<file path="src/sv/vmdf_pkg.sv">
// ----------------------------------------------------------------------------
// vmdf_pkg
// Shared widths, types and helpers of the voxel max difference finder.
// ----------------------------------------------------------------------------
package vmdf_pkg;

    localparam int DIM_MAX     = 4096;
    localparam int FRAME_MAX   = 1024;
    localparam int SAMPLE_BITS = 32;

    localparam int DIM_W  = 13;                  // columns, rows, planes, x/y/z outputs
    localparam int FRM_W  = 11;                  // frames, t output
    localparam int CNT_W  = $clog2(DIM_MAX);     // running x/y/z counter
    localparam int FCNT_W = $clog2(FRAME_MAX);   // running frame counter
    localparam int MAG_W  = SAMPLE_BITS + 1;     // |a-b| and |a+b|
    localparam int RES_W  = 32;                  // Q16.16 result width

    localparam int ADDR_W = 4;

    // register indexes (paddr[3:2])
    localparam logic [1:0] REG_COLUMNS = 2'd0;
    localparam logic [1:0] REG_ROWS    = 2'd1;
    localparam logic [1:0] REG_PLANES  = 2'd2;
    localparam logic [1:0] REG_FRAMES  = 2'd3;

    typedef struct packed {
        logic [DIM_W-1:0] columns;
        logic [DIM_W-1:0] rows;
        logic [DIM_W-1:0] planes;
        logic [FRM_W-1:0] frames;
    } t_cfg;

    typedef struct packed {
        logic [CNT_W-1:0]  x;
        logic [CNT_W-1:0]  y;
        logic [CNT_W-1:0]  z;
        logic [FCNT_W-1:0] t;
    } t_pos;

    // classified pair, queued between front and back
    typedef struct packed {
        logic [MAG_W-1:0] diff;
        logic [MAG_W-1:0] sum;
        t_pos             pos;
        logic             last;
    } t_item;

    typedef struct packed {
        logic [RES_W-1:0] abs_max;
        logic [DIM_W-1:0] abs_x;
        logic [DIM_W-1:0] abs_y;
        logic [DIM_W-1:0] abs_z;
        logic [FRM_W-1:0] abs_t;
        logic [RES_W-1:0] rel_max;
        logic [DIM_W-1:0] rel_x;
        logic [DIM_W-1:0] rel_y;
        logic [DIM_W-1:0] rel_z;
        logic [FRM_W-1:0] rel_t;
        logic             rel_unbounded;
        logic             any_difference;
    } t_result;

    // zero acts as one, anything above the maximum acts as the maximum
    function automatic logic [DIM_W-1:0] f_eff_dim(input logic [DIM_W-1:0] v);
        logic [DIM_W-1:0] r;
        if (v == '0) begin
            r = DIM_W'(1);
        end else if (v > DIM_W'(DIM_MAX)) begin
            r = DIM_W'(DIM_MAX);
        end else begin
            r = v;
        end
        return r;
    endfunction

    function automatic logic [FRM_W-1:0] f_eff_frames(input logic [FRM_W-1:0] v);
        logic [FRM_W-1:0] r;
        if (v == '0) begin
            r = FRM_W'(1);
        end else if (v > FRM_W'(FRAME_MAX)) begin
            r = FRM_W'(FRAME_MAX);
        end else begin
            r = v;
        end
        return r;
    endfunction

endpackage

</file>
<file path="src/sv/vmdf_front.sv">
// ----------------------------------------------------------------------------
// vmdf_front
// Accepts sample pairs, forms |a-b| and |a+b|, tags each item with its
// voxel position and an end-of-image flag, and pushes it into the queue.
// ----------------------------------------------------------------------------
module vmdf_front
    import vmdf_pkg::*;
(
    input  logic                   i_clk,
    input  logic                   i_rst_n,
    input  t_cfg                   i_cfg,
    input  logic                   i_in_valid,
    output logic                   o_in_ready,
    input  logic [SAMPLE_BITS-1:0] i_sample_a,
    input  logic [SAMPLE_BITS-1:0] i_sample_b,
    input  logic                   i_q_full,
    output logic                   o_push,
    output t_item                  o_item
);

    logic [CNT_W-1:0]  r_col,   n_col;
    logic [CNT_W-1:0]  r_row,   n_row;
    logic [CNT_W-1:0]  r_plane, n_plane;
    logic [FCNT_W-1:0] r_frame, n_frame;

    logic signed [MAG_W-1:0] w_diff;
    logic signed [MAG_W-1:0] w_sum;
    logic [DIM_W-1:0]        w_eff_cols;
    logic [DIM_W-1:0]        w_eff_rows;
    logic [DIM_W-1:0]        w_eff_planes;
    logic [FRM_W-1:0]        w_eff_frames;
    logic                    w_f_wrap;
    logic                    w_c_wrap;
    logic                    w_r_wrap;
    logic                    w_p_wrap;

    assign o_in_ready = !i_q_full;
    assign o_push     = i_in_valid && !i_q_full;

    always_comb begin
        w_diff = $signed({i_sample_a[SAMPLE_BITS-1], i_sample_a})
               - $signed({i_sample_b[SAMPLE_BITS-1], i_sample_b});
        w_sum  = $signed({i_sample_a[SAMPLE_BITS-1], i_sample_a})
               + $signed({i_sample_b[SAMPLE_BITS-1], i_sample_b});
    end

    always_comb begin
        w_eff_cols   = f_eff_dim(i_cfg.columns);
        w_eff_rows   = f_eff_dim(i_cfg.rows);
        w_eff_planes = f_eff_dim(i_cfg.planes);
        w_eff_frames = f_eff_frames(i_cfg.frames);

        // a counter at or past its last index wraps and carries on
        w_f_wrap = ({1'b0, r_frame} + FRM_W'(1)) >= w_eff_frames;
        w_c_wrap = w_f_wrap && (({1'b0, r_col} + DIM_W'(1)) >= w_eff_cols);
        w_r_wrap = w_c_wrap && (({1'b0, r_row} + DIM_W'(1)) >= w_eff_rows);
        w_p_wrap = w_r_wrap && (({1'b0, r_plane} + DIM_W'(1)) >= w_eff_planes);

        n_frame = w_f_wrap ? '0 : r_frame + FCNT_W'(1);
        n_col   = r_col;
        n_row   = r_row;
        n_plane = r_plane;
        if (w_f_wrap) begin
            n_col = w_c_wrap ? '0 : r_col + CNT_W'(1);
        end
        if (w_c_wrap) begin
            n_row = w_r_wrap ? '0 : r_row + CNT_W'(1);
        end
        if (w_r_wrap) begin
            n_plane = w_p_wrap ? '0 : r_plane + CNT_W'(1);
        end
    end

    always_comb begin
        o_item.diff  = w_diff[MAG_W-1] ? MAG_W'(-w_diff) : MAG_W'(w_diff);
        o_item.sum   = w_sum[MAG_W-1]  ? MAG_W'(-w_sum)  : MAG_W'(w_sum);
        o_item.pos.x = r_col;
        o_item.pos.y = r_row;
        o_item.pos.z = r_plane;
        o_item.pos.t = r_frame;
        o_item.last  = w_p_wrap;
    end

    always_ff @(posedge i_clk) begin
        if (!i_rst_n) begin
            r_col   <= '0;
            r_row   <= '0;
            r_plane <= '0;
            r_frame <= '0;
        end else if (o_push) begin
            r_col   <= n_col;
            r_row   <= n_row;
            r_plane <= n_plane;
            r_frame <= n_frame;
        end
    end

endmodule

</file>
<file path="src/sv/vmdf_queue.sv">
// ----------------------------------------------------------------------------
// vmdf_queue
// Short first-in first-out queue of classified items between front and back.
// ----------------------------------------------------------------------------
module vmdf_queue
    import vmdf_pkg::*;
(
    input  logic  i_clk,
    input  logic  i_rst_n,
    input  logic  i_push,
    input  t_item i_item,
    output logic  o_full,
    input  logic  i_pop,
    output logic  o_empty,
    output t_item o_item
);

    localparam int DEPTH = 4;
    localparam int PTR_W = $clog2(DEPTH);

    t_item              r_mem [DEPTH];
    logic [PTR_W-1:0]   r_wr_ptr;
    logic [PTR_W-1:0]   r_rd_ptr;
    logic [PTR_W:0]     r_count;

    assign o_full  = r_count == (PTR_W+1)'(DEPTH);
    assign o_empty = r_count == '0;
    assign o_item  = r_mem[r_rd_ptr];

    always_ff @(posedge i_clk) begin
        if (i_push) begin
            r_mem[r_wr_ptr] <= i_item;
        end
    end

    always_ff @(posedge i_clk) begin
        if (!i_rst_n) begin
            r_wr_ptr <= '0;
            r_rd_ptr <= '0;
            r_count  <= '0;
        end else begin
            if (i_push) begin
                r_wr_ptr <= r_wr_ptr + PTR_W'(1);
            end
            if (i_pop) begin
                r_rd_ptr <= r_rd_ptr + PTR_W'(1);
            end
            if (i_push && !i_pop) begin
                r_count <= r_count + (PTR_W+1)'(1);
            end else if (i_pop && !i_push) begin
                r_count <= r_count - (PTR_W+1)'(1);
            end
        end
    end

endmodule

</file>
<file path="src/sv/vmdf_back.sv">
// ----------------------------------------------------------------------------
// vmdf_back
// Keeps the running maxima, works out the relative difference with a
// bit-serial divider and emits the summary at the end of each image.
// ----------------------------------------------------------------------------
module vmdf_back
    import vmdf_pkg::*;
(
    input  logic    i_clk,
    input  logic    i_rst_n,
    input  logic    i_q_empty,
    input  t_item   i_q_item,
    output logic    o_pop,
    output logic    o_out_valid,
    input  logic    i_out_ready,
    output t_result o_result
);

    localparam logic [1:0] ST_IDLE   = 2'd0;
    localparam logic [1:0] ST_CHECK  = 2'd1;
    localparam logic [1:0] ST_DIV    = 2'd2;
    localparam logic [1:0] ST_FINISH = 2'd3;

    localparam int FRAC_BITS = 16;
    localparam int DIV_STEPS = RES_W;
    localparam int STEP_W    = $clog2(DIV_STEPS);
    localparam int NUM_W     = MAG_W + 1;                 // 2*|a-b|
    localparam int WIDE_W    = MAG_W + FRAC_BITS;

    logic [1:0]        r_state;
    t_item             r_cur;

    logic [RES_W-1:0]  r_best_abs;
    t_pos              r_best_abs_pos;
    logic [RES_W-1:0]  r_best_rel;
    t_pos              r_best_rel_pos;
    logic [RES_W-1:0]  r_zs_best;

    logic [MAG_W-1:0]  r_rem;
    logic [RES_W-1:0]  r_bits;
    logic [RES_W-1:0]  r_quo;
    logic [STEP_W-1:0] r_step;

    logic              r_out_valid;
    t_result           r_out;

    logic [RES_W-1:0]  w_d32;
    logic [NUM_W-1:0]  w_num;
    logic              w_ovf;
    logic [NUM_W-1:0]  w_rem2;
    logic              w_ge;
    logic [NUM_W-1:0]  w_rem_next;
    logic [RES_W-1:0]  w_quo_next;
    logic              w_out_free;
    logic              w_rel_valid;
    logic              w_unb;

    assign o_pop       = (r_state == ST_IDLE) && !i_q_empty;
    assign o_out_valid = r_out_valid;
    assign o_result    = r_out;
    assign w_out_free  = !r_out_valid || i_out_ready;

    always_comb begin
        w_d32 = r_cur.diff[MAG_W-1] ? '1 : r_cur.diff[RES_W-1:0];
        w_num = {r_cur.diff, 1'b0};
        // integer part of 2d/s beyond 16 bits saturates the ratio
        w_ovf = {{(WIDE_W-NUM_W){1'b0}}, w_num} >= {r_cur.sum, {FRAC_BITS{1'b0}}};

        w_rem2     = {r_rem, r_bits[RES_W-1]};
        w_ge       = w_rem2 >= {1'b0, r_cur.sum};
        w_rem_next = w_ge ? (w_rem2 - {1'b0, r_cur.sum}) : w_rem2;
        w_quo_next = {r_quo[RES_W-2:0], w_ge};

        w_unb       = r_zs_best != '0;
        w_rel_valid = w_unb || (r_best_rel != '0);
    end

    always_ff @(posedge i_clk) begin
        if (!i_rst_n) begin
            r_state        <= ST_IDLE;
            r_out_valid    <= 1'b0;
            r_best_abs     <= '0;
            r_best_abs_pos <= '0;
            r_best_rel     <= '0;
            r_best_rel_pos <= '0;
            r_zs_best      <= '0;
        end else begin
            if (r_out_valid && i_out_ready) begin
                r_out_valid <= 1'b0;
            end
            case (r_state)
                ST_IDLE: begin
                    if (!i_q_empty) begin
                        r_cur   <= i_q_item;
                        r_state <= ST_CHECK;
                    end
                end
                ST_CHECK: begin
                    r_state <= ST_FINISH;
                    if (w_d32 > r_best_abs) begin
                        r_best_abs     <= w_d32;
                        r_best_abs_pos <= r_cur.pos;
                    end
                    if (r_cur.sum == '0) begin
                        if (w_d32 > r_zs_best) begin
                            r_zs_best      <= w_d32;
                            r_best_rel_pos <= r_cur.pos;
                        end
                    end else if (r_zs_best != '0 || r_cur.diff == '0) begin
                        // ratio cannot change the relative maximum: skip it
                    end else if (w_ovf) begin
                        if (r_best_rel != '1) begin
                            r_best_rel     <= '1;
                            r_best_rel_pos <= r_cur.pos;
                        end
                    end else begin
                        // upper bits of the quotient are known zero
                        r_rem   <= MAG_W'(w_num[NUM_W-1:FRAC_BITS]);
                        r_bits  <= {w_num[FRAC_BITS-1:0], {(RES_W-FRAC_BITS){1'b0}}};
                        r_quo   <= '0;
                        r_step  <= STEP_W'(DIV_STEPS-1);
                        r_state <= ST_DIV;
                    end
                end
                ST_DIV: begin
                    r_rem  <= w_rem_next[MAG_W-1:0];
                    r_bits <= {r_bits[RES_W-2:0], 1'b0};
                    r_quo  <= w_quo_next;
                    r_step <= r_step - STEP_W'(1);
                    if (r_step == '0) begin
                        if (w_quo_next > r_best_rel) begin
                            r_best_rel     <= w_quo_next;
                            r_best_rel_pos <= r_cur.pos;
                        end
                        r_state <= ST_FINISH;
                    end
                end
                ST_FINISH: begin
                    if (!r_cur.last) begin
                        r_state <= ST_IDLE;
                    end else if (w_out_free) begin
                        r_out_valid          <= 1'b1;
                        r_out.abs_max        <= r_best_abs;
                        r_out.abs_x          <= (r_best_abs != '0) ?
                                                ({1'b0, r_best_abs_pos.x} + DIM_W'(1)) : '0;
                        r_out.abs_y          <= (r_best_abs != '0) ?
                                                ({1'b0, r_best_abs_pos.y} + DIM_W'(1)) : '0;
                        r_out.abs_z          <= (r_best_abs != '0) ?
                                                ({1'b0, r_best_abs_pos.z} + DIM_W'(1)) : '0;
                        r_out.abs_t          <= (r_best_abs != '0) ?
                                                ({1'b0, r_best_abs_pos.t} + FRM_W'(1)) : '0;
                        r_out.rel_max        <= w_unb ? '1 : r_best_rel;
                        r_out.rel_x          <= w_rel_valid ?
                                                ({1'b0, r_best_rel_pos.x} + DIM_W'(1)) : '0;
                        r_out.rel_y          <= w_rel_valid ?
                                                ({1'b0, r_best_rel_pos.y} + DIM_W'(1)) : '0;
                        r_out.rel_z          <= w_rel_valid ?
                                                ({1'b0, r_best_rel_pos.z} + DIM_W'(1)) : '0;
                        r_out.rel_t          <= w_rel_valid ?
                                                ({1'b0, r_best_rel_pos.t} + FRM_W'(1)) : '0;
                        r_out.rel_unbounded  <= w_unb;
                        r_out.any_difference <= (r_best_abs != '0) || w_rel_valid;
                        // clear the running maxima for the next image
                        r_best_abs     <= '0;
                        r_best_abs_pos <= '0;
                        r_best_rel     <= '0;
                        r_best_rel_pos <= '0;
                        r_zs_best      <= '0;
                        r_state        <= ST_IDLE;
                    end
                end
                default: begin
                    r_state <= ST_IDLE;
                end
            endcase
        end
    end

endmodule

</file>
<file path="src/sv/voxel_max_difference_finder_unit.sv">
// ----------------------------------------------------------------------------
// voxel_max_difference_finder_unit
// Finds the largest absolute and relative difference of two voxel images.
// ----------------------------------------------------------------------------
//  channel   direction  handshake                 payload
//  input     in         i_in_valid / o_in_ready   i_sample_a, i_sample_b
//  result    out        o_out_valid / i_out_ready o_abs_*, o_rel_*, flags
//  config    in         APB psel/penable/pready   paddr, pwdata, prdata
//
//  In the back end each item passes idle, check and finish, and divide for a
//  ratio: the bit-serial divider retires one quotient bit a cycle over 32 bits.
//  A four-entry queue lets the front accept items while the back divides.
//  Reset clears the position counters, the running maxima and the queue.
//  The result of the last item of an image waits in the output register.
// ----------------------------------------------------------------------------
module voxel_max_difference_finder_unit
    import vmdf_pkg::*;
(
    input  logic                   i_clk,
    input  logic                   i_rst_n,

    input  logic                   psel,
    input  logic                   penable,
    input  logic                   pwrite,
    input  logic [ADDR_W-1:0]      paddr,
    input  logic [31:0]            pwdata,
    output logic [31:0]            prdata,
    output logic                   pready,

    input  logic                   i_in_valid,
    output logic                   o_in_ready,
    input  logic [SAMPLE_BITS-1:0] i_sample_a,
    input  logic [SAMPLE_BITS-1:0] i_sample_b,

    output logic                   o_out_valid,
    input  logic                   i_out_ready,
    output logic [RES_W-1:0]       o_abs_max,
    output logic [DIM_W-1:0]       o_abs_x,
    output logic [DIM_W-1:0]       o_abs_y,
    output logic [DIM_W-1:0]       o_abs_z,
    output logic [FRM_W-1:0]       o_abs_t,
    output logic [RES_W-1:0]       o_rel_max,
    output logic [DIM_W-1:0]       o_rel_x,
    output logic [DIM_W-1:0]       o_rel_y,
    output logic [DIM_W-1:0]       o_rel_z,
    output logic [FRM_W-1:0]       o_rel_t,
    output logic                   o_rel_unbounded,
    output logic                   o_any_difference
);

    t_cfg    r_cfg;
    logic    w_push;
    logic    w_pop;
    logic    w_q_full;
    logic    w_q_empty;
    t_item   w_front_item;
    t_item   w_q_item;
    t_result w_result;
    logic    w_wr;

    assign pready = 1'b1;
    assign w_wr   = psel && penable && pwrite && pready;

    always_ff @(posedge i_clk) begin
        if (!i_rst_n) begin
            r_cfg.columns <= DIM_W'(1);
            r_cfg.rows    <= DIM_W'(1);
            r_cfg.planes  <= DIM_W'(1);
            r_cfg.frames  <= FRM_W'(1);
        end else if (w_wr) begin
            case (paddr[3:2])
                REG_COLUMNS: r_cfg.columns <= pwdata[DIM_W-1:0];
                REG_ROWS:    r_cfg.rows    <= pwdata[DIM_W-1:0];
                REG_PLANES:  r_cfg.planes  <= pwdata[DIM_W-1:0];
                REG_FRAMES:  r_cfg.frames  <= pwdata[FRM_W-1:0];
                default: begin
                end
            endcase
        end
    end

    always_comb begin
        case (paddr[3:2])
            REG_COLUMNS: prdata = {{(32-DIM_W){1'b0}}, r_cfg.columns};
            REG_ROWS:    prdata = {{(32-DIM_W){1'b0}}, r_cfg.rows};
            REG_PLANES:  prdata = {{(32-DIM_W){1'b0}}, r_cfg.planes};
            REG_FRAMES:  prdata = {{(32-FRM_W){1'b0}}, r_cfg.frames};
            default:     prdata = '0;
        endcase
    end

    vmdf_front u_front (
        .i_clk      (i_clk),
        .i_rst_n    (i_rst_n),
        .i_cfg      (r_cfg),
        .i_in_valid (i_in_valid),
        .o_in_ready (o_in_ready),
        .i_sample_a (i_sample_a),
        .i_sample_b (i_sample_b),
        .i_q_full   (w_q_full),
        .o_push     (w_push),
        .o_item     (w_front_item)
    );

    vmdf_queue u_queue (
        .i_clk   (i_clk),
        .i_rst_n (i_rst_n),
        .i_push  (w_push),
        .i_item  (w_front_item),
        .o_full  (w_q_full),
        .i_pop   (w_pop),
        .o_empty (w_q_empty),
        .o_item  (w_q_item)
    );

    vmdf_back u_back (
        .i_clk       (i_clk),
        .i_rst_n     (i_rst_n),
        .i_q_empty   (w_q_empty),
        .i_q_item    (w_q_item),
        .o_pop       (w_pop),
        .o_out_valid (o_out_valid),
        .i_out_ready (i_out_ready),
        .o_result    (w_result)
    );

    assign o_abs_max        = w_result.abs_max;
    assign o_abs_x          = w_result.abs_x;
    assign o_abs_y          = w_result.abs_y;
    assign o_abs_z          = w_result.abs_z;
    assign o_abs_t          = w_result.abs_t;
    assign o_rel_max        = w_result.rel_max;
    assign o_rel_x          = w_result.rel_x;
    assign o_rel_y          = w_result.rel_y;
    assign o_rel_z          = w_result.rel_z;
    assign o_rel_t          = w_result.rel_t;
    assign o_rel_unbounded  = w_result.rel_unbounded;
    assign o_any_difference = w_result.any_difference;

endmodule

</file>
<file path="config.mk">
export PLATFORM = sky130hd
export DESIGN_NAME = voxel_max_difference_finder_unit
export DESIGN_NICKNAME = d
export VERILOG_FILES = /design/src/sv/vmdf_pkg.sv /design/src/sv/vmdf_front.sv /design/src/sv/vmdf_queue.sv /design/src/sv/vmdf_back.sv /design/src/sv/voxel_max_difference_finder_unit.sv
export SDC_FILE = /design/constraint.sdc
export NUM_CORES = 2
export LEC_CHECK = 0
export BUFFER_PORTS_ARGS = -buffer_cell sky130_fd_sc_hd__buf_2
export CORE_ASPECT_RATIO = 1.1
export CORE_UTILIZATION = 42
export CTS_CLUSTER_SIZE = 25
export DETAILED_ROUTE_END_ITERATION = 7
export GPL_TIMING_DRIVEN = 0
export PLACE_DENSITY_LB_ADDON = 0.2
export REMOVE_ABC_BUFFERS = 1
export SLEW_MARGIN = 5
export SYNTH_ARGS = -nofsm -noshare
export SYNTH_HDL_FRONTEND = slang
export SYNTH_HIERARCHICAL = 1
export SYNTH_SLANG_ARGS = --single-unit
</file>
<file path="constraint.sdc">
create_clock -name i_clk -period 20.4 [get_ports i_clk]
set_clock_uncertainty 0.1 [all_clocks]
set_input_delay 1.02 -clock i_clk [delete_from_list [all_inputs] [get_ports i_clk]]
set_output_delay 1.02 -clock i_clk [all_outputs]
set_load 0.02 [all_outputs]
</file>
-- Word level (Yosys, flattened, before mapping)
Memories as Yosys holds them, arrays and structs flattened. A register that Yosys moved wholly into a read port is not among the register bits.
Cells that the tools add are included.
- add/subtract/negate cells: 26
- magnitude comparators: 13
- equality and inequality tests: 26
- mux-type cells: 75
- bitwise gates (word level): 1
- reduce and logical (&&, ||, !) cells: 51
- operators by type and width (kind ; count):
    $mux W32 ; 15
    $mux W46 ; 10
    $mux W33 ; 6
    $pmux W32 S2 ; 3
    $pmux W46 S3 ; 1
    $pmux W32 S4 ; 1
    $add A12 B1 Y13 const B ; 9
    $gt A32 B32 Y1 ; 3
    $pmux W32 S3 ; 1
    $reduce_bool A32 Y1 ; 3
    $mux W31 ; 3
    $pmux W46 S2 ; 1
    $mux W13 ; 6
    $logic_not A33 Y1 ; 2
    $neg A33 Y33 ; 2
    $pmux W33 S2 ; 1
    $pmux W31 S2 ; 1
    $ge A34 B49 Y1 ; 1
    $ge A13 B13 Y1 ; 3
    $gt A13 B13 Y1 const B ; 3
    $logic_not A13 Y1 ; 3
    $add A12 B1 Y12 const B ; 3
    $mux W12 ; 3
    $ge A34 B33 Y1 ; 1
    other kinds (43) ; 107
- register bits after elaboration: 561
- bits in writable memories: 452
- input bits: 107
- output and inout bits: 201
- logic and storage cells: 233
- memories: 1
- memories (memory ; depth ; bits a word ; rd ports ; clocked after memory_dff ; write ports ; line ; source):
    u_queue.r_mem ; 4 ; 113 ; 1 ; 1 ; 1 ; vmdf_queue.sv:21 ; t_item r_mem [DEPTH];

-- Logic depth before layout (Yosys ltp)
- depth in word-level cells: 8
- depth in mapped cells: 22
- mapped depth without buffers: 19

-- By module
The synthesis kept the hierarchy.
- by module, submodules not included (module ; instances ; cells an instance ; area each (µm²) ; sequential area each (µm²)):
    vmdf_back ; 1 ; 2528 ; 27037.2 ; 14724.1
    vmdf_queue ; 1 ; 634 ; 16773.6 ; 13753.2
    vmdf_front ; 1 ; 1293 ; 9221.3 ; 920.9
    voxel_max_difference_finder_unit ; 1 ; 225 ; 2389.8 ; 1001.0

-- Least setup slack after synthesis
No wires, ideal clock.
- path kind: input -> register
- from: input i_rst_n
- to: register u_back.r_out, in the netlist u_back/o_result[0], enable pin
- setup time: 0.930 ns
- arrival time: 13.512 ns
- required time: 19.370 ns
- setup slack: 5.858 ns
- stages: 4
- buffers on the path: 2
- cell sequence: clkbuf_1 > inv_1 > clkbuf_1 > nor3b_1
- cells in the longest elaborated chain, start to end: 1
- RTL lines (item ; line ; source):
    start, declared ; voxel_max_difference_finder_unit.sv:20 ; input logic i_rst_n,
    $reduce_and A4 Y1 (no source line) ; n/a ;
    end, declared ; vmdf_back.sv:45 ; t_result r_out;
Every way passes these cells.
A chain may end at the register's enable or synchronous reset.

-- Final worst setup path
- from: register u_back/r_cur[74] (netlist bit)
- to: register u_back.r_best_rel[4]
- cells in the longest elaborated chain, start to end: 4
- elaborated cells on any way between the ends: 8
- those cells by class: order compare (3); eq/ne (3); reduce/logical (2)
- RTL lines (item ; line ; source):
    start, declared ; vmdf_back.sv:31 ; t_item r_cur;
    start signal, assigned ; vmdf_back.sv:94 ; r_cur <= i_q_item;
    $ge A34 B33 Y1 ; vmdf_back.sv:70 ; w_ge = w_rem2 >= {1'b0, r_cur.sum};
    $gt A32 B32 Y1 ; vmdf_back.sv:131 ; if (w_quo_next > r_best_rel) begin
    $ne A2 B1 Y1 (no source line) ; n/a ;
    $reduce_and A9 Y1 (no source line) (*) ; n/a ;
    end signal, assigned ; vmdf_back.sv:132 ; r_best_rel <= w_quo_next;
    end, declared ; vmdf_back.sv:35 ; logic [RES_W-1:0] r_best_rel;
Every way passes the cells marked *; elsewhere a longest branch is shown, timed or not.

==> qor.log <==
[synth] Ys Warns 6
[setup_path] number of buffers and inverters on the critical path 5
[synth] register bit count reported by yosys 1111
[finish] Final Util 47.9%
[cts] root buffer selected by CTS sky130_fd_sc_hd__clkbuf_16
[power_and_ir_drop] static power due to leakage 23.1 nW
[floorplanning] Core ar. 131000 µm²
[sta] sum of negative setup slack 0 ns
[finish] layout-stage area growth over the synthesis result 13.0%
[grt] global-route usage over all layers 19.7%
[synth] mean instance size in the synthesized netlist 11.8 µm²
[floorplanning] die width 348 µm
[finish] non-filler cells, final 6774
[synth] Post-synth top flop sky130_fd_sc_hd__edfxtp_1
[setup_path] CP arrival 6.15 ns
[power_and_ir_drop] power per unit of standard cell area 119 nW/µm²
[grt] via count of the first global-routing pass 35.3k
[floorplanning] cell row count 139
[setup_path] critical path start-end classification register to register
[setup_path] crit-path leading delay family compound AO/OA/AOI/OAI gates
[detailed_routing] number of DRC markers after the initial detailed-route iteration 2596
[grt] global-route wire length before repair 206000 µm
[synth] number of enable-type register cells in the synthesized netlist 815
[sta] Min Clock Period, post-route 5.62 ns
[floorplanning] total die area 133000 µm²
[floorplanning] number of top-level pins 308
[cts] maximum number of buffers from clock root to sink 3
[cts] H-tree depth reported by CTS 3
[setup_path] slowest stage delay, CP 0.78 ns
[place] half-perimeter wire length of the detailed placement result 95300 µm
[status] outcome finished, final reports clean
[setup_path] Critical Path Slowest Stage Cell sky130_fd_sc_hd__a211oi_4
[detailed_routing] mean routed wirelength per cell 19.5 µm
[place] total instance count after detailed placement 6565
[grt] overall overflow remaining after global route 0
[floorplanning] height of the die 383 µm
[detailed_routing] count of TritonRoute iterations in the first routing pass 7
[finish] commonest non-fill, non-tap cell in the layout sky130_fd_sc_hd__edfxtp_1
[setup_path] Data required, critical path 20.93 ns
[grt] maximum number of pins on one net before global-route repair 125
[synth] Post-Syn Instances 4680
[place] port buffer count 266
[sta] final slew viol count 0
[sta] count of endpoints failing setup in the final report 0
[power_and_ir_drop] worst IR drop on VDD 0.0778 mV
[cts] Clk Latency, worst-skew pair 0.74 ns
[detailed_routing] routed via count 36.3k
[synth] Netlist Area Pre-Place 55400 µm²
[setup_path] most repeated library cell on the critical path sky130_fd_sc_hd__nor2_1
[setup_path] endpoint kind of the worst setup timing path register
[power_and_ir_drop] Tot Pwr 7.47 mW
[finish] share of final-layout standard cells stronger than drive strength 1 14.9%
[sta] actual transition at the worst max-transition pin 1.24 ns
[sta] max_slew headroom 16.0%
[cts] Post-CTS Setup Repair Bufs 0
[detailed_routing] Antenna Violating Nets Remaining 0
[finish] NumNets Final 5311
[sta] final worst-path setup slack 14.78 ns
[cts] clock input transition at the sequential cells of the worst setup and hold paths 0.06 ns
[cts] clock tree from TritonCTS built
[setup_path] Max FO, Critical Path 35
[setup_path] startpoint kind of the worst setup timing path register
[worst_hold_path] class of the tightest hold or removal check register to register
[sta] Achievable Freq 178 MHz
[synth] register area share after synthesis 54.9%
[finish] commonest cells after routing, fill and taps aside sky130_fd_sc_hd__edfxtp_1, sky130_fd_sc_hd__nor2_1, sky130_fd_sc_hd__nand2_1
[grt] number of antenna violations at the first check in global routing 3
[synth] number of distinct library cell variants in the gate-level netlist after synthesis 108
[cts] total clock buffers created by CTS 110
[cts] clk sinks 1111
[detailed_routing] total detailed-routing wirelength 132000 µm
[place] setup slack at placement 14.64 ns
[setup_path] list of cells traversed by the critical path inv_1 -> ha_1 -> a21o_1 -> a31o_2 -> a211oi_1 -> nor2_1 -> nor4_4 -> nor2_8 -> inv_6 -> ha_1 -> and3_1 -> nand3_1 -> nor2_1 -> nor3_1 -> a22oi_2 -> a211oi_4 -> buf_16 -> buf_16 -> buf_6 -> nor2_1 -> a211oi_1
[synth] FFs w/ async S/R, synth 0%
[cts] Gates resized, CTS repair 0
[sta] hold violation count in the final report 0
[sta] RSZ-0062 raised after global routing false
[detailed_routing] per-cell via count in the routed design 5.36
[place] final estimated routing congestion in global placement 0.876
[detailed_routing] remaining design rule violation count 0
[run] max cap viols 0
[sta] post-route clock period utilization 27.6%
[floorplanning] initial cell density of the core 42.4%
[cts] hold buffer count at CTS 0
==> power breakdown <==
group	switching, mW	internal, mW
clock	0.874	1.19
sequential	0.252	2.91
combinational	1.32	0.924
==> area by class of cell <==
type | count | area, µm²
Multi-Input combinational cell | 3120 | 23000
Sequential cell | 1111 | 30400
Tap cell | 1762 | 2200
Inverter | 247 | 937
Clock inverter | 62 | 673
Timing Repair Buffer | 325 | 2350
Clock buffer | 146 | 3040
Fill cell | 11881 | 68100
Antenna cell | 1 | 2.50
==> registers in the layout (all words and copies together), names as in the netlist, 15 cells and up, named ones only <==
name and count:
u_back/r_zs_best 32, u_back/r_best_rel_pos 46, u_back/r_quo 31, u_back/r_best_abs 32
u_back/r_rem 33, u_back/o_result 166, u_queue/r_mem 452, u_back/r_bits 15
u_back/r_best_rel 32, r_cfg 50, u_back/r_cur 113, u_back/r_best_abs_pos 46
==> metrics by stage <==
step / cell area, µm² / hold WS [ns]
CTS: 62600 / 0.375
detailed placement: 58900 / 0.367
global route: 62600 / 0.384
finish: 62600 / 0.374
floorplan: 54200 / 0.348
global placement: 57800 / 0.362
==> path summary, 6_finish.rpt <==
| check | slack (ns) | cells after the start | startpoint | end |
|---|---|---|---|---|
| hold reg to reg | 0.37 | 2 | u_back/r_best_rel_pos[4] | u_back/r_best_rel_pos[4] |
| hold / removal | 0.37 | 2 | u_back/r_best_rel_pos[4] | u_back/r_best_rel_pos[4] |
| setup / recovery | 14.78 | 21 | u_back/r_cur[74] | u_back/r_best_rel[4] |
| setup reg to reg | 14.78 | 21 | u_back/r_cur[74] | u_back/r_best_rel[4] |
==> synth_stat cells (48+ instances only) <==
master	number	share of area (%)
sky130_fd_sc_hd__ha_1	285	6.4
sky130_fd_sc_hd__nor2_1	414	2.8
sky130_fd_sc_hd__clkbuf_1	108	0.73
sky130_fd_sc_hd__nor2b_1	141	1.6
sky130_fd_sc_hd__nor3_1	59	0.53
sky130_fd_sc_hd__mux4_2	122	5.0
sky130_fd_sc_hd__nand2_1	373	2.5
sky130_fd_sc_hd__mux2i_1	171	3.1
sky130_fd_sc_hd__and2_1	51	0.58
sky130_fd_sc_hd__xor2_1	96	1.5
sky130_fd_sc_hd__o21ai_1	50	0.45
sky130_fd_sc_hd__edfxtp_1	815	44
sky130_fd_sc_hd__a21o_1	48	0.65
sky130_fd_sc_hd__nand4_1	71	0.80
sky130_fd_sc_hd__xnor2_1	147	2.3
sky130_fd_sc_hd__a21oi_1	169	1.5
sky130_fd_sc_hd__dfxtp_1	296	11
sky130_fd_sc_hd__inv_1	244	1.7
sky130_fd_sc_hd__nand3_1	169	1.5
sky130_fd_sc_hd__nor4_1	66	0.75
sky130_fd_sc_hd__o21ai_0	126	1.1
==> worst min-delay path: stages (launching register included) <==
cell	delay (ns)
sky130_fd_sc_hd__dfxtp_1	0.33
sky130_fd_sc_hd__nand2_1	0.06
sky130_fd_sc_hd__o21ai_1	0.05
==> routing by layer <==
layer  up-vias  track usage [%]  routed length [µm]
li1      17629                -                   -
met1     17781             28.8               63800
met2       789             31.0               60300
met3       141             2.15                5620
met4         0             5.20                2360
met5         -                0                   0
==> kinds of logic (layout without fill, tap and decap cells) <==
family,Yosys count,count (layout),share of synthesized area [%]
adder cells (fa/ha/maj),289,289,6.58
buffers and inverters,467,780,3.94
XOR/XNOR,243,243,3.84
flip-flops,1111,1111,54.9
AND/OR/NAND/NOR,1560,1560,13.9
AO/OA/AOI/OAI,698,698,8.39
multiplexers,310,310,8.45
other,2,21,0.0136
No activity file was read; power rests on OpenSTA's default activity.
